## src/rtl/dual_channel_average_watchdog_top_defines.svh

```systemverilog
// assertion helpers shared by the rtl that checks itself
`ifndef DUAL_CHANNEL_AVERAGE_WATCHDOG_TOP_DEFINES_SVH
`define DUAL_CHANNEL_AVERAGE_WATCHDOG_TOP_DEFINES_SVH

// same-cycle implication, checked outside reset
`define DCAW_ASSERT_NOW(label, clk, rst, ante, cons) \
   label: assert property (@(posedge clk) disable iff (rst) (ante) |-> (cons)) \
      else $error("dcaw check failed");

// next-cycle implication, checked outside reset
`define DCAW_ASSERT_NEXT(label, clk, rst, ante, cons) \
   label: assert property (@(posedge clk) disable iff (rst) (ante) |=> (cons)) \
      else $error("dcaw check failed");

`endif

```

## src/rtl/dcaw_pkg.sv

```systemverilog
package dcaw_pkg;

   localparam int FIELD_BITS           = 12;
   localparam int LOG2_AVERAGE_DEFAULT = 2;
   localparam int SAMPLE_BITS_DEFAULT  = 12;

   localparam int CSR_ADDR_BITS = 4;
   localparam int CSR_DATA_BITS = 32;
   localparam int REQ_DATA_BITS = 16;
   localparam int RSP_DATA_BITS = 32;

   // register index, taken from paddr[3:2]
   localparam logic [1:0] REG_LOW_LIMIT       = 2'd0;
   localparam logic [1:0] REG_HIGH_LIMIT      = 2'd1;
   localparam logic [1:0] REG_WATCHDOG_ENABLE = 2'd2;

   localparam logic [FIELD_BITS-1:0] LOW_LIMIT_RESET  = '0;
   localparam logic [FIELD_BITS-1:0] HIGH_LIMIT_RESET = '1;

   // item mode
   localparam logic MODE_SAMPLE = 1'b0;
   localparam logic MODE_REARM  = 1'b1;

   typedef struct packed {
      logic [FIELD_BITS-1:0] low_limit;
      logic [FIELD_BITS-1:0] high_limit;
      logic                  enable;
   } cfg_type;

   typedef struct packed {
      logic                  mode;
      logic [FIELD_BITS-1:0] sample;
   } item_type;

   typedef struct packed {
      logic alarm;
      logic armed;
   } wd_status_type;

endpackage

```

## src/rtl/dcaw_csr.sv

```systemverilog
module dcaw_csr (
   input  logic                               clock,
   input  logic                               reset,
   input  logic                               csr_psel,
   input  logic                               csr_penable,
   input  logic                               csr_pwrite,
   input  logic [dcaw_pkg::CSR_ADDR_BITS-1:0] csr_paddr,
   input  logic [dcaw_pkg::CSR_DATA_BITS-1:0] csr_pwdata,
   output logic [dcaw_pkg::CSR_DATA_BITS-1:0] csr_prdata,
   output logic                               csr_pready,
   output dcaw_pkg::cfg_type                  cfg
);
   import dcaw_pkg::*;

   cfg_type    cfg_ff;
   cfg_type    cfg_in;
   logic       write_en;
   logic [1:0] reg_index;

   assign csr_pready = 1'b1;
   assign reg_index  = csr_paddr[3:2];
   assign write_en   = csr_psel && csr_penable && csr_pwrite && csr_pready;

   always_comb begin
      cfg_in = cfg_ff;
      if (write_en) begin
         case (reg_index)
            REG_LOW_LIMIT:       cfg_in.low_limit  = csr_pwdata[FIELD_BITS-1:0];
            REG_HIGH_LIMIT:      cfg_in.high_limit = csr_pwdata[FIELD_BITS-1:0];
            REG_WATCHDOG_ENABLE: cfg_in.enable     = csr_pwdata[0];
            default:             cfg_in            = cfg_ff;
         endcase
      end
   end

   always_comb begin
      case (reg_index)
         REG_LOW_LIMIT:       csr_prdata = CSR_DATA_BITS'(cfg_ff.low_limit);
         REG_HIGH_LIMIT:      csr_prdata = CSR_DATA_BITS'(cfg_ff.high_limit);
         REG_WATCHDOG_ENABLE: csr_prdata = CSR_DATA_BITS'(cfg_ff.enable);
         default:             csr_prdata = '0;
      endcase
   end

   always_ff @(posedge clock) begin
      if (reset) begin
         cfg_ff.low_limit  <= LOW_LIMIT_RESET;
         cfg_ff.high_limit <= HIGH_LIMIT_RESET;
         cfg_ff.enable     <= 1'b0;
      end else begin
         cfg_ff <= cfg_in;
      end
   end

   assign cfg = cfg_ff;

endmodule

```

## src/rtl/dcaw_accum.sv

```systemverilog
module dcaw_accum #(
   parameter int LOG2_AVERAGE = dcaw_pkg::LOG2_AVERAGE_DEFAULT,
   parameter int SAMPLE_W     = dcaw_pkg::SAMPLE_BITS_DEFAULT
) (
   input  logic                clock,
   input  logic                reset,
   input  logic                step,
   input  logic [SAMPLE_W-1:0] sample,
   output logic                is_thermal,
   output logic                block_done,
   output logic [SAMPLE_W-1:0] angle_held_in,
   output logic [SAMPLE_W-1:0] thermal_held_in
);
   import dcaw_pkg::*;

   localparam int POS_W = LOG2_AVERAGE + 1;
   localparam int SUM_W = SAMPLE_W + LOG2_AVERAGE;

   logic [POS_W-1:0]    pos_ff, pos_in;
   logic [SUM_W-1:0]    angle_sum_ff, angle_sum_in;
   logic [SUM_W-1:0]    thermal_sum_ff, thermal_sum_in;
   logic [SAMPLE_W-1:0] angle_held_ff, thermal_held_ff;
   logic [SUM_W-1:0]    angle_add, thermal_add;

   // even positions are angle, odd are temperature
   assign is_thermal  = pos_ff[0];
   assign block_done  = step && (&pos_ff);
   assign angle_add   = angle_sum_ff + SUM_W'(sample);
   assign thermal_add = thermal_sum_ff + SUM_W'(sample);

   always_comb begin
      pos_in          = pos_ff;
      angle_sum_in    = angle_sum_ff;
      thermal_sum_in  = thermal_sum_ff;
      angle_held_in   = angle_held_ff;
      thermal_held_in = thermal_held_ff;
      if (step) begin
         pos_in = pos_ff + POS_W'(1);
         if (is_thermal) begin
            thermal_sum_in = thermal_add;
         end else begin
            angle_sum_in = angle_add;
         end
         if (block_done) begin
            // last item of a block is always a temperature sample
            angle_held_in   = SAMPLE_W'(angle_sum_ff >> LOG2_AVERAGE);
            thermal_held_in = SAMPLE_W'(thermal_add >> LOG2_AVERAGE);
            angle_sum_in    = '0;
            thermal_sum_in  = '0;
         end
      end
   end

   always_ff @(posedge clock) begin
      if (reset) begin
         pos_ff          <= '0;
         angle_sum_ff    <= '0;
         thermal_sum_ff  <= '0;
         angle_held_ff   <= '0;
         thermal_held_ff <= '0;
      end else begin
         pos_ff          <= pos_in;
         angle_sum_ff    <= angle_sum_in;
         thermal_sum_ff  <= thermal_sum_in;
         angle_held_ff   <= angle_held_in;
         thermal_held_ff <= thermal_held_in;
      end
   end

endmodule

```

## src/rtl/dcaw_watchdog.sv

```systemverilog
module dcaw_watchdog (
   input  logic                            clock,
   input  logic                            reset,
   input  logic                            step,
   input  logic                            rearm,
   input  logic                            check,
   input  logic [dcaw_pkg::FIELD_BITS-1:0] sample,
   input  dcaw_pkg::cfg_type               cfg,
   output dcaw_pkg::wd_status_type         status
);
   import dcaw_pkg::*;

   logic armed_ff, armed_in;
   logic outside;
   logic trip;

   // crossed limits leave an empty window, so everything is outside
   assign outside = (sample < cfg.low_limit) || (sample > cfg.high_limit);
   assign trip    = step && check && cfg.enable && armed_ff && outside;

   always_comb begin
      armed_in = armed_ff;
      if (step && rearm) begin
         armed_in = 1'b1;
      end else if (trip) begin
         armed_in = 1'b0;
      end
   end

   always_ff @(posedge clock) begin
      if (reset) begin
         armed_ff <= 1'b1;
      end else begin
         armed_ff <= armed_in;
      end
   end

   assign status.alarm = trip;
   assign status.armed = armed_in;

endmodule

```

## src/rtl/dual_channel_average_watchdog_top.sv

```systemverilog
// two-channel block averager with a window watchdog on the temperature channel.
// items arrive as a fixed scan, angle then temperature; every item gives exactly
// one result. after 2^LOG2_AVERAGE scans (2 << LOG2_AVERAGE samples) the result
// carries average_valid and the new averages (each sum >> LOG2_AVERAGE); other
// results repeat the held averages. a temperature sample outside
// [low_limit, high_limit] trips the alarm once when enabled and armed, and
// disarms; a rearm item (tuser = 1) arms again and leaves the averages alone.
// one item per clock is taken while the receiver keeps up; an accepted item
// waits in the input register and then moves to the result register, where its
// result is offered until it is taken; a stalled receiver holds both
// registers. req_tready is combinational from rsp_tready through the two
// registers. registers: low_limit at 0x0, high_limit at 0x4, watchdog_enable at
// 0x8; write them only while no items are in flight.
`include "dual_channel_average_watchdog_top_defines.svh"

module dual_channel_average_watchdog_top #(
   parameter int LOG2_AVERAGE = dcaw_pkg::LOG2_AVERAGE_DEFAULT,
   parameter int SAMPLE_BITS  = dcaw_pkg::SAMPLE_BITS_DEFAULT
) (
   input  logic                               clock,
   input  logic                               reset,
   // input item stream
   input  logic                               req_tvalid,
   output logic                               req_tready,
   input  logic [dcaw_pkg::REQ_DATA_BITS-1:0] req_tdata,  // [11:0] sample, rest zero
   input  logic                               req_tuser,  // [0] mode
   // result item stream
   output logic                               rsp_tvalid,
   input  logic                               rsp_tready,
   // [11:0] angle_average, [23:12] thermal_average, [24] alarm, [25] armed
   output logic [dcaw_pkg::RSP_DATA_BITS-1:0] rsp_tdata,
   output logic                               rsp_tuser,  // [0] average_valid
   // configuration
   input  logic                               csr_psel,
   input  logic                               csr_penable,
   input  logic                               csr_pwrite,
   input  logic [dcaw_pkg::CSR_ADDR_BITS-1:0] csr_paddr,
   input  logic [dcaw_pkg::CSR_DATA_BITS-1:0] csr_pwdata,
   output logic [dcaw_pkg::CSR_DATA_BITS-1:0] csr_prdata,
   output logic                               csr_pready
);
   import dcaw_pkg::*;

   // samples are cut to the narrower of the field and the converter
   localparam int SAMPLE_W = (SAMPLE_BITS < FIELD_BITS) ? SAMPLE_BITS : FIELD_BITS;

   cfg_type             cfg;
   wd_status_type       wd_status;

   // input register
   logic                s1_valid_ff, s1_valid_in;
   item_type            s1_item_ff;
   logic                req_take;

   // result register
   logic                rsp_valid_ff, rsp_valid_in;
   logic                rsp_user_ff;
   logic [RSP_DATA_BITS-1:0] rsp_data_ff, rsp_data_in;
   logic                out_load;

   logic [SAMPLE_W-1:0] sample_cut;
   logic                is_thermal;
   logic                block_done;
   logic [SAMPLE_W-1:0] angle_held_in, thermal_held_in;
   logic                sample_step;

   dcaw_csr u_csr (
      .clock       (clock),
      .reset       (reset),
      .csr_psel    (csr_psel),
      .csr_penable (csr_penable),
      .csr_pwrite  (csr_pwrite),
      .csr_paddr   (csr_paddr),
      .csr_pwdata  (csr_pwdata),
      .csr_prdata  (csr_prdata),
      .csr_pready  (csr_pready),
      .cfg         (cfg)
   );

   // handshake: the result register frees up when empty or being taken
   assign out_load   = s1_valid_ff && (!rsp_valid_ff || rsp_tready);
   assign req_tready = !s1_valid_ff || out_load;
   assign req_take   = req_tvalid && req_tready;

   always_comb begin
      s1_valid_in = s1_valid_ff;
      if (req_take) begin
         s1_valid_in = 1'b1;
      end else if (out_load) begin
         s1_valid_in = 1'b0;
      end
   end

   always_comb begin
      rsp_valid_in = rsp_valid_ff;
      if (out_load) begin
         rsp_valid_in = 1'b1;
      end else if (rsp_tready) begin
         rsp_valid_in = 1'b0;
      end
   end

   always_ff @(posedge clock) begin
      if (reset) begin
         s1_valid_ff  <= 1'b0;
         rsp_valid_ff <= 1'b0;
      end else begin
         s1_valid_ff  <= s1_valid_in;
         rsp_valid_ff <= rsp_valid_in;
      end
   end

   // payload registers, no reset needed
   always_ff @(posedge clock) begin
      if (req_take) begin
         s1_item_ff.mode   <= req_tuser;
         s1_item_ff.sample <= req_tdata[FIELD_BITS-1:0];
      end
      if (out_load) begin
         rsp_user_ff <= block_done;
         rsp_data_ff <= rsp_data_in;
      end
   end

   assign sample_cut  = SAMPLE_W'(s1_item_ff.sample);
   assign sample_step = out_load && (s1_item_ff.mode == MODE_SAMPLE);

   dcaw_accum #(
      .LOG2_AVERAGE (LOG2_AVERAGE),
      .SAMPLE_W     (SAMPLE_W)
   ) u_accum (
      .clock           (clock),
      .reset           (reset),
      .step            (sample_step),
      .sample          (sample_cut),
      .is_thermal      (is_thermal),
      .block_done      (block_done),
      .angle_held_in   (angle_held_in),
      .thermal_held_in (thermal_held_in)
   );

   dcaw_watchdog u_watchdog (
      .clock  (clock),
      .reset  (reset),
      .step   (out_load),
      .rearm  (s1_item_ff.mode == MODE_REARM),
      .check  ((s1_item_ff.mode == MODE_SAMPLE) && is_thermal),
      .sample (FIELD_BITS'(sample_cut)),
      .cfg    (cfg),
      .status (wd_status)
   );

   // result packing, lowest field first
   always_comb begin
      rsp_data_in        = '0;
      rsp_data_in[11:0]  = FIELD_BITS'(angle_held_in);
      rsp_data_in[23:12] = FIELD_BITS'(thermal_held_in);
      rsp_data_in[24]    = wd_status.alarm;
      rsp_data_in[25]    = wd_status.armed;
   end

   assign rsp_tvalid = rsp_valid_ff;
   assign rsp_tdata  = rsp_data_ff;
   assign rsp_tuser  = rsp_user_ff;

   // an alarm always leaves the watchdog disarmed
   `DCAW_ASSERT_NOW(a_alarm_disarms, clock, reset,
      rsp_tvalid && rsp_tdata[24], !rsp_tdata[25])
   // alarms only come from an enabled watchdog
   `DCAW_ASSERT_NOW(a_alarm_enabled, clock, reset,
      rsp_tvalid && rsp_tdata[24], cfg.enable)
   // a rearm item reports neither new averages nor an alarm
   `DCAW_ASSERT_NEXT(a_rearm_quiet, clock, reset,
      out_load && (s1_item_ff.mode == MODE_REARM),
      !rsp_tuser && !rsp_tdata[24] && rsp_tdata[25])
   // an item waiting in the input register is never dropped
   `DCAW_ASSERT_NEXT(a_item_kept, clock, reset,
      s1_valid_ff && !out_load, s1_valid_ff)

endmodule

```

## config.mk

```make
export PLATFORM = sky130hd
export DESIGN_NAME = dual_channel_average_watchdog_top
export DESIGN_NICKNAME = d
export VERILOG_FILES = /design/src/rtl/dcaw_pkg.sv /design/src/rtl/dcaw_csr.sv /design/src/rtl/dcaw_accum.sv /design/src/rtl/dcaw_watchdog.sv /design/src/rtl/dual_channel_average_watchdog_top.sv
export VERILOG_INCLUDE_DIRS = /design/src /design/src/rtl
export SDC_FILE = /design/constraint.sdc
export NUM_CORES = 1
export LEC_CHECK = 0
export ABC_CLOCK_PERIOD_IN_PS = 2400
export BUFFER_PORTS_ARGS = -buffer_cell sky130_fd_sc_hd__buf_4
export CAP_MARGIN = 25
export CORE_MARGIN = 8
export CORE_UTILIZATION = 40
export CTS_CLUSTER_DIAMETER = 50
export DETAILED_ROUTE_END_ITERATION = 12
export GPL_TIMING_DRIVEN = 0
export PLACE_DENSITY_LB_ADDON = 0.15
export SLEW_MARGIN = 30
export SYNTH_ARGS = -nofsm -noshare
export SYNTH_HDL_FRONTEND = slang
export SYNTH_SLANG_ARGS = --single-unit
```

## constraint.sdc

```tcl
create_clock -name clock -period 2.4 [get_ports clock]
set_clock_uncertainty 0.2 [all_clocks]
set_input_delay 0.36 -clock clock [delete_from_list [all_inputs] [get_ports clock]]
set_output_delay 0.36 -clock clock [all_outputs]
set_load 0.01 [all_outputs]
```

; ---- Word-level counts from Yosys, hierarchy flattened
; Cells that the tools add are included.
[word_totals]
register_bits = 123
out_inout_bits = 68
elab_cells = 66
[op_classes]
n_addsub = 3
n_lt_le_gt_ge = 2
n_eq_ne = 3
muxes = 15
bitwise_logic = 1
reduce_logical = 27
[ops]
columns = cell, count
row1 = 14-bit 2-to-1 mux, 4
row2 = 12-bit 2-to-1 mux, 4
row3 = 12-bit case mux with 3 select lines, 1
row4 = 14-bit by 12-bit adder with 14-bit output, 2
row5 = 12-bit > comparator, 1
row6 = 1-bit logical AND, 12
row7 = 12-bit < comparator, 1
row8 = 2-bit AND reduction, 5
row9 = 1-bit 2-to-1 mux, 6
row10 = 2-bit nonzero test, 3
row11 = 3-bit by 1-bit adder with 3-bit output (second input constant), 1
row12 = 1-bit logical OR, 3
row13 = 3-bit AND reduction, 1
row14 = 2-bit by 1-bit == test with 1-bit output (second input constant), 1
row15 = 2-bit == test (second input constant), 1
row16 = 1-bit zero test, 2
row17 = 2-bit zero test, 1
row18 = 2-bit != test (second input constant), 1
row19 = 1-bit inverter, 1

; ---- Longest topological paths before layout
[logic_depth]
word_depth = 9
mapped_depth = 9

; ---- Hierarchy
; A second synthesis with hierarchy kept.
[unflattened]
hier_cells = 712
area_unflattened_um2 = 6729.0
[by_module_without_submodules]
columns = mod, instances, cells_per_inst, area_each_um2
row1 = dcaw_accum, 1, 399, 3236.9
row2 = dcaw_csr, 1, 162, 1453.9
row3 = dual_channel_average_watchdog_top, 1, 59, 1371.3
row4 = dcaw_watchdog, 1, 92, 666.9

; ---- Least setup slack after synthesis
; OpenSTA, ideal clock, no wires.
[synth_timing]
path_kind = register -> register
startpoint = reg, netlist name sample_cut[0]
endpoint = reg rsp_data_ff[22], in the netlist rsp_tdata[22], data pin
setup_ns = 0.269
arrival_time_ns = 2.220
required_ns = 1.931
path_slack_ns = -0.290
stages_incl_launch_ff = 9
n_path_buf = 0
path_cell_list = edfxtp_1 -> ha_1 -> fa_1 -> a211oi_1 -> nor2_1 -> o22a_1 -> a311oi_2 -> xor2_1 -> o21ai_0
[synth_via]
elab_chain_len = 3
[synth_lines]
columns = item, line
row1 = 14-bit by 12-bit adder with 14-bit output, dcaw_accum.sv:29  ; assign thermal_add = thermal_sum_ff + SUM_W'(sample);
row2 = 12-bit 2-to-1 mux, dcaw_accum.sv:44  ; if (block_done) begin
row3 = 12-bit 2-to-1 mux, dcaw_accum.sv:37  ; if (step) begin
row4 = named net thermal_held_in[10], dual_channel_average_watchdog_top.sv:64  ; logic [SAMPLE_W-1:0] angle_held_in, thermal_held_in;
row5 = "end signal, assigned", dual_channel_average_watchdog_top.sv:121  ; rsp_data_ff <= rsp_data_in;
row6 = "end, declared", dual_channel_average_watchdog_top.sv:58  ; logic [RSP_DATA_BITS-1:0] rsp_data_ff, rsp_data_in;
; The timed path passes the listed nets, and every way through them passes these cells.
; A chain may end at the register's enable or synchronous reset.

; ---- Final worst setup path
[layout_timing]
startpoint = reg, netlist name sample_cut[0]
endpoint = reg rsp_data_ff[22], in the netlist rsp_tdata[22], data pin
[layout_via]
elab_chain_len = 3
[layout_lines]
columns = item, line
row1 = 14-bit by 12-bit adder with 14-bit output, dcaw_accum.sv:29
row2 = 12-bit 2-to-1 mux, dcaw_accum.sv:44
row3 = 12-bit 2-to-1 mux, dcaw_accum.sv:37
row4 = named net thermal_held_in[10], dual_channel_average_watchdog_top.sv:64
; The timed path passes the listed nets, and every way through them passes these cells.

==> metrics.yaml <==
sequentialPowerShare: 0.395
cp_slowest_stage_delay_ns: 0.44
pwr-share-clk: 0.496
portBuffers: 72
grt_first_pass_wirelength_um: 26900
routed_via_density: 4.96
hold_path.class: "in -> reg"
ys_ff_latch: 123
start_kind: "flip-flop"
worstReg2RegEnd: "rsp_tdata[22]"
slew_violations: 0
clk_latency_ns: 0.43
fin_hold_ws_ns: 0.0575
rr_worst_depth: 8
final_hold_viol_count: 0
total_leakage_power_nw: 3.79
areaGrowthSynthToFinish_pct: 37.7
grt_max_degree: 19
clock_path_buffers: 2
synth_most_common_cell: "dfxtp_1"
swShare: 0.229
cts_tree: "yes"
yosysTopAreaCell: "dfxtp_1"
max_slew_margin: 0.491
drv_cap: 0
clk_pin_slew_ns: 0.05
cp_top_family: "compound AO/OA/AOI/OAI gates"
cts_max_level: 4
yosys-top-cells-count: "83 x dfxtp_1, 82 x nand2_1, 58 x nor2_1, 49 x ha_1, 40 x edfxtp_1"
status: "finished, violations left"
drive_above_1_share: 0.269
hold_start: "rsp_tready"
power_density_nw_per_um2: 649
via_count: 5261
r2r_slack_ns: -0.21
finalSetupViolCount: 22
design.die.area_um2: 20200
seq_area_frac_synth: 0.451
synth.distinct_cells: 62
die_w_um: 142
root_buffer: "clkbuf_16"
slowest_stage: "edfxtp_1"
crit_type: "reg -> reg"
setup_ws_ns: -0.211
max_freq_mhz: 383
dp_hpwl_um: 12100
internal-power_mw: 4.38
cp_data_required_time_ns: 2.36
endpoint_kind: "flip-flop"
initial_core_util: 0.404
synth_edf_count: 40
netSwitchingPower_mw: 1.30
drt-total-wl_um: 16900
worstMarginPinSlew_ns: 0.760
grt_pass1_vias: 5359
drc_errors: 0
syn_area_per_cell_um2: 9.63
path_max_fanout: 3
grtUsageTotal: 0.171
core-area_um2: 15700
syn_area_um2: 6350
synth_top_flop_cell: "dfxtp_1"
die_y_um: 142
overflow: 0
drtIter0Drc: 249
netlist_instances: 659
cts.sinks: 123
io_pins: 128
grt_antenna_before_repair: 0
routedWlPerCell_um: 15.9
r2r_start: "sample_cut[0]"
power_frac_comb: 0.109
gp_congestion: 0.877
fin_crit_ns: 2.61
first_pass_iters: 5
cp_cell_sequence: "ha_4, fa_2, a211oi_2, nor2_1, o22a_2, a311oi_2, xor2_1, o21ai_1"
synth-warning-count: 0
synthArstFlopShare: 0
setup_tns_ns: -2.53
antenna_cells: 0
netlist_top_cells_area: "dfxtp_1 26%, edfxtp_1 19%, ha_1 9.7%, nand2_1 4.8%, mux2i_1 4.1%"
fin_nets: 942
critPathBufInv: 0
peakVddDrop_uv: 480
final.period_utilization: 1.09
synth_top_area_frac: 0.262
holdPathStages: 4
cts_inserted_buffers: 17
min_to: "rsp_tvalid"
rsz0062_at_grt: "yes"
rows: 46
antenna_left: 0
arrival_ns: 2.57
violations: "setup timing"
-- how the worst max path moves through the flow --
stage | startpoint | endpoint | slack, ns | cells after the start
after floorplan | sample_cut[0] | rsp_tdata[22] | -0.09 | 8
after global placement | rsp_tready | u_watchdog.armed_ff | -1.01 | 6
after detailed placement | sample_cut[1] | u_accum.thermal_sum_ff[13] | -0.37 | 7
after CTS | sample_cut[0] | rsp_tdata[22] | -0.26 | 8
after global routing | sample_cut[0] | rsp_tdata[22] | -0.34 | 8
final | sample_cut[0] | rsp_tdata[22] | -0.21 | 8
-- cell usage in the layout, fill, tap and decap left out, types with 27 or more instances in the layout --
cell type  instances
a21oi_1           32
edfxtp_1          40
nand2_1           82
nor2_1            58
inv_1             32
conb_1            27
dfxtp_1           82
ha_1              39
buf_4            123
-- kinds of logic (layout without fill, tap and decap cells) --
logic type	after synthesis	in the layout	share of synthesized area
and+or+nand+nor	209	209	0.155
adders and majority gates	51	51	0.103
DFF	123	123	0.451
other	2	27	0.00118
buffers and inverters	84	244	0.0674
xor gates and xnor gates	22	22	0.0304
AOI/OAI and AO/OA	137	137	0.143
muxes	31	31	0.0499
-- stage by stage --
| stage | setup WS (ns) | total power [mW] | util | cell area (µm²) | instances |
|---|---|---|---|---|---|
| after floorplan | -0.0874 | 2.60 | - | 6450 | 684 |
| after detailed placement | -0.373 | 2.80 | 0.464 | 7300 | 973 |
| after global placement | -1.01 | 2.78 | 0.462 | 7260 | 972 |
| after CTS | -0.259 | 5.68 | 0.537 | 8430 | 1049 |
| final | -0.211 | 5.68 | 0.556 | 8740 | 1060 |
| after global routing | -0.336 | 5.86 | 0.556 | 8740 | 1060 |
-- power groups by stage --
stage                     Clock [mW]  Combinational (mW)  Sequential [mW]
final                           2.81               0.621             2.24
after global routing            2.94               0.682             2.25
after CTS                       2.86               0.579             2.24
after detailed placement           0               0.496             2.30
after global placement             0               0.476             2.30
after floorplan                    0               0.320             2.28
-- sequential cells by signal, indices dropped and copies added, names as in the netlist --
register and cells:
s1_valid_ff 1, sample_cut 12, u_accum.angle_sum_ff 14, s1_item_ff 1, rsp_tvalid 1, u_accum.thermal_sum_ff 14, u_accum.thermal_held_ff 12, rsp_tuser 1
u_accum.angle_held_ff 12, u_csr.cfg 25, u_accum.pos_ff 3, rsp_tdata 26, u_watchdog.armed_ff 1
-- tightest hold or removal path, stage by stage --
cell and delay [ns]:
buf_4 0.09, nor2b_4 0.06, nor2_1 0.08, nor2_1 0.04
-- layout make-up --
cell class,count,area (µm²)
fill,1407,6970
multi-input combinational,477,3450
sequential,123,2860
timing repair buffer,129,1080
clock buffer,22,495
buffer,49,299
tap,216,270
clock inverter,10,160
inverter,34,130
-- layer usage --
metal,GRT usage,part of all wire,up-vias
li1,-,-,2630
met1,0.198,0.42,2486
met2,0.296,0.50,124
met3,0.0470,0.059,21
met4,0.0622,0.018,0
met5,0,0,-
-- what timing repair did --
action | CTS | global route
gates resized for setup | 18 | 47
pin swaps | 15 | 35
hold buffers | 26 | 0
endpoints found under the hold margin | 38 | 0
buffers inserted | 19 | 13
endpoints found under the setup margin | 64 | 68
(Power assumes the default switching activity.)
